### src/rtl/pelb_pkg.sv
package pelb_pkg;

    // page geometry
    localparam int unsigned PAGE_BYTES = 4096;
    localparam int PAGE_SHIFT = 12;
    localparam logic [PAGE_SHIFT-1:0] PAGE_MASK = PAGE_SHIFT'(PAGE_BYTES - 1);

    // field widths
    localparam int FUNC_W  = 2;
    localparam int PA_W    = 52;
    localparam int BC_W    = 32;
    localparam int PI_W    = 32;
    localparam int ST_W    = 3;
    localparam int CNT_W   = 7;
    localparam int TOTAL_W = 32;
    localparam int PAGES_W = 32;

    // stream widths, tdata padded to whole bytes
    localparam int S_TDATA_W = 120;
    localparam int S_TUSER_W = 2;
    localparam int M_TDATA_W = 96;
    localparam int M_PAD_W   = M_TDATA_W - (ST_W + PA_W + CNT_W + TOTAL_W);

    // pages touched by one range never exceed 2^20 + 1
    localparam int LEFT_W = BC_W - PAGE_SHIFT + 1;

    // shared adder width, covers page limits up to 2^41 and byte sums
    localparam int ALU_W = 44;

    // configuration port
    localparam int CFG_IDX_W  = 2;
    localparam int CFG_DATA_W = 53;
    localparam logic [CFG_IDX_W-1:0] CFG_MAX_PHYS_ADDR = 2'd0;
    localparam logic [CFG_IDX_W-1:0] CFG_ENTRIES_IN_USE = 2'd1;
    localparam logic [CFG_IDX_W-1:0] CFG_MAX_PAGES_EXT = 2'd2;

    // request functions
    localparam logic [FUNC_W-1:0] FN_CLEAR  = 2'd0;
    localparam logic [FUNC_W-1:0] FN_APPEND = 2'd1;
    localparam logic [FUNC_W-1:0] FN_XLATE  = 2'd2;

    // status codes
    localparam logic [ST_W-1:0] ST_OK       = 3'd0;
    localparam logic [ST_W-1:0] ST_INDEX    = 3'd1;
    localparam logic [ST_W-1:0] ST_ADDR     = 3'd2;
    localparam logic [ST_W-1:0] ST_FULL     = 3'd3;
    localparam logic [ST_W-1:0] ST_OVERFLOW = 3'd4;
    localparam logic [ST_W-1:0] ST_NOCAP    = 3'd5;

    // shared add/subtract unit operands and result
    typedef struct packed {
        logic [ALU_W-1:0] a;
        logic [ALU_W-1:0] b;
        logic             sub;
    } alu_req_t;

    typedef struct packed {
        logic [ALU_W-1:0] res;
        logic             borrow;
    } alu_rsp_t;

endpackage

### src/rtl/pelb_alu.sv
module pelb_alu (
    input  pelb_pkg::alu_req_t req,
    output pelb_pkg::alu_rsp_t rsp
);
    import pelb_pkg::*;

    logic [ALU_W:0] sum;

    // one adder serves both add and subtract, top bit is carry or borrow
    assign sum = req.sub ? ({1'b0, req.a} - {1'b0, req.b})
                         : ({1'b0, req.a} + {1'b0, req.b});

    assign rsp.res    = sum[ALU_W-1:0];
    assign rsp.borrow = sum[ALU_W];

endmodule

### config.mk
export PLATFORM = sky130hd
export DESIGN_NAME = pelb_alu
export DESIGN_NICKNAME = d
export VERILOG_FILES = /design/src/rtl/pelb_pkg.sv /design/src/rtl/pelb_alu.sv
export SDC_FILE = /design/constraint.sdc
export NUM_CORES = 1
export LEC_CHECK = 0
export ABC_AREA = 0
export BUFFER_PORTS_ARGS = -buffer_cell sky130_fd_sc_hd__buf_2
export CAP_MARGIN = 20
export CORE_ASPECT_RATIO = 0.8
export CORE_MARGIN = 4
export CORE_UTILIZATION = 57
export DETAILED_ROUTE_END_ITERATION = 7
export PLACE_DENSITY = 0.91
export SLEW_MARGIN = 10
export SYNTH_ARGS = -nofsm -noshare
export SYNTH_HDL_FRONTEND = slang
export SYNTH_SLANG_ARGS = --single-unit
### constraint.sdc
create_clock -name vclk -period 10.2
set_input_delay 0.51 -clock vclk [all_inputs]
set_output_delay 0.51 -clock vclk [all_outputs]
set_load 0.005 [all_outputs]
# Word level (Yosys, flattened, before mapping)
# Index checks and enable logic that the tools add are counted.
word_totals:
  ff_bits: 0
  input_bits: 89
  out_inout_bits: 45
  wordCells: 3
op_classes:
  n_addsub: 2
  n_mux: 1
op_table:
  columns: ["operator", "count"]
  rows:
  - ["$add A44 B44 Y45", 1]
  - ["$mux W45", 1]
  - ["$sub A44 B44 Y45", 1]

# Logic depth before layout (Yosys ltp)
logic_depth:
  ltp_word: 2
  depth_mapped: 20

# Least setup slack after synthesis
# OpenSTA, ideal clock, no wires.
synth_timing:
  path_kind: "input -> output"
  startpoint: "input req[7] (netlist bit)"
  endpoint: "output rsp[0] (netlist bit)"
  t_arrival_ns: 4.215
  path_slack_ns: 5.475
  stages: 16
  cell_sequence: "or4_4 nor4b_4 nand3_2 or3_4 nor2_4 a31oi_1 xnor2_1 ha_1 clkbuf_1 a21o_1 a21o_1 a21oi_1 a21oi_1 or4_1 o22ai_1 xor2_1"
synth_rtl:
  columns: ["item", "line_no", "rtl"]
  rows:
  - ["from (decl)", "pelb_alu.sv:2", "input pelb_pkg::alu_req_t req,"]
  - ["to (decl)", "pelb_alu.sv:3", "output pelb_pkg::alu_rsp_t rsp"]

==> impl_metrics.yaml <==
critical_path:
  cp-start-kind: "input port"
  required_ns: 9.69
  worstPathMaxFanout: 7
  cp_cell_sequence: "buf_2, or4_4, nor4_2, and3_1, nand2b_1, nor2_1, a21oi_1, xnor2_1, ha_1, a21o_1, a21oi_1, o311ai_0, a31oi_1, nor2b_1, o32ai_1, o21ai_0, xor2_1, buf_2"
  end_kind: "output port"
  crit_slowest_cell: "or4_4"
  cp.arrival_ns: 5.13
  critPathKind: "in2out"
  path_delay_family: "simple AND/OR/NAND/NOR gates"
  path_buf_inv: 2
  slowest_delay_ns: 0.57
clocking:
  cts_resized: 0
  ctsHoldBuffers: 0
  cts_setup_buffers: 0
cells_and_area:
  nClkBuffers: 0
  fin_util_pct: 70.9
  nets: 770
  area_growth_pct: 19.9
  layout.cells.non_filler: 714
  n_sequential_cell: 0
  antenna_cells: 0
  layout_commonest_cell: "buf_2"
  regArea_um2: 0
  final_cell_mix: "buf_2, nor2_1, xnor2_1"
  drive_gt1_share_pct: 23.9
  final_area_um2: 4240
timing:
  final_hold_viol_count: 0
  finalCritPeriodShare_pct: 55.3
  relSlewSlack_pct: 51.8
  layout_setup_ws_ns: 4.56
  setup_tns_ns: 0
  finalMaxSlewViolations: 0
  max_freq_mhz: 177
  timing.hold.ws_ns: 1.41
  worst_pin_slew_ns: 0.723
  rsz0062_at_grt: "no"
  fin_crit_ns: 5.64
  setup_viol_count_final: 0
floorplanning:
  ios: 134
  die_height_um: 78.4
  row_count: 25
  die-area_um2: 7530
  die_w_um: 96.0
  initial_core_util_pct: 59.1
  core_um2: 5970
global_routing:
  grt_pass1_vias: 4064
  grt_overflow_total: 0
  antenna_found_initial: 0
  grt_usage_pct: 30.2
  grt_pass1_wl_um: 18900
  grt_max_degree: 45
placed_design:
  port-buffer-count: 134
  place_inst: 714
  place_hpwl_um: 10100
  dp_slack_ns: 4.69
  gp_congestion: 0.957
  dpl_cell_area_um2: 4240
power:
  p_leak_nw: 1.98
  vdd_drop_max_uv: 51.5
  total_power_mw: 0.390
  power.density_nw_per_um2: 92.0
detailed_routing:
  wire_per_inst_um: 16.5
  detail-route-antenna-nets: 0
  drt-pass1-iter-count: 5
  drc: 0
  totalWireLength_um: 11700
  dr_total_vias: 4421
  initialDrtViolationCount: 349
  vias_per_cell: 6.19
status:
  status: "completed"
yosys:
  yosysSeqAreaShare_pct: 0
  netlist_instances: 515
  synth.distinct_cells: 64
  yosys_warnings: 0
  avgSynthCellArea_um2: 6.86
  synth_area_um2: 3530
  syn_nets: 650
job:
  maxCapViolCount: 0
hold_path:
  hold_path.class: "in2out"
## power by group
part / switching (mW) / total [mW] / internal [mW] / leakage [nW]
Sequential: 0 / 0 / 0 / 0
Clock: 0 / 0 / 0 / 0
Combinational: 0.215 / 0.390 / 0.174 / 1.98
## cell usage after synthesis, types with 9 or more instances
master    count  area [um2]
nor2_1       65         244
xnor2_1      64         561
a21oi_1      61         305
ha_1         45         563
nand2_1      30         113
a21o_1       23         173
o21ai_0      20         100
inv_1        18        67.6
xor2_1       18         158
clkbuf_1     13        48.8
nand2b_1     12        75.1
a31oi_1      11        68.8
nand4_1      10        62.6
nor2b_1      10        62.6
nor3_1       10        50.1
nor4_1        9        56.3
## cell type report
| type | instances | area [um2] |
|---|---|---|
| repair buffers | 134 | 671 |
| inverters | 18 | 67.6 |
| fillers | 531 | 1740 |
| multi-input cells | 481 | 3400 |
| well taps | 81 | 101 |
## final timing paths
kind	startpoint	endpoint	depth (start not counted)
worst max-delay path	req[7]	rsp[42]	18
worst min-delay path	req[45]	rsp[1]	5
## cell families (layout without fill, tap and decap cells)
| logic type | Yosys count | count (layout) | synth area share (%) |
|---|---|---|---|
| AO/OA/AOI/OAI | 163 | 163 | 30.7 |
| XOR/XNOR | 82 | 82 | 20.3 |
| adder cells (fa/ha/maj) | 46 | 46 | 16.5 |
| buffers and inverters | 34 | 152 | 3.83 |
| multiplexers | 3 | 3 | 0.886 |
| AND/OR/NAND/NOR | 187 | 187 | 27.8 |
## routing by layer
layer  track usage [%]  wire [um]
met5                 0          0
met4              3.55        163
met3              5.08       1180
met2              50.0       5420
met1              41.8       4990
No activity file was read; power rests on OpenSTA's default activity.
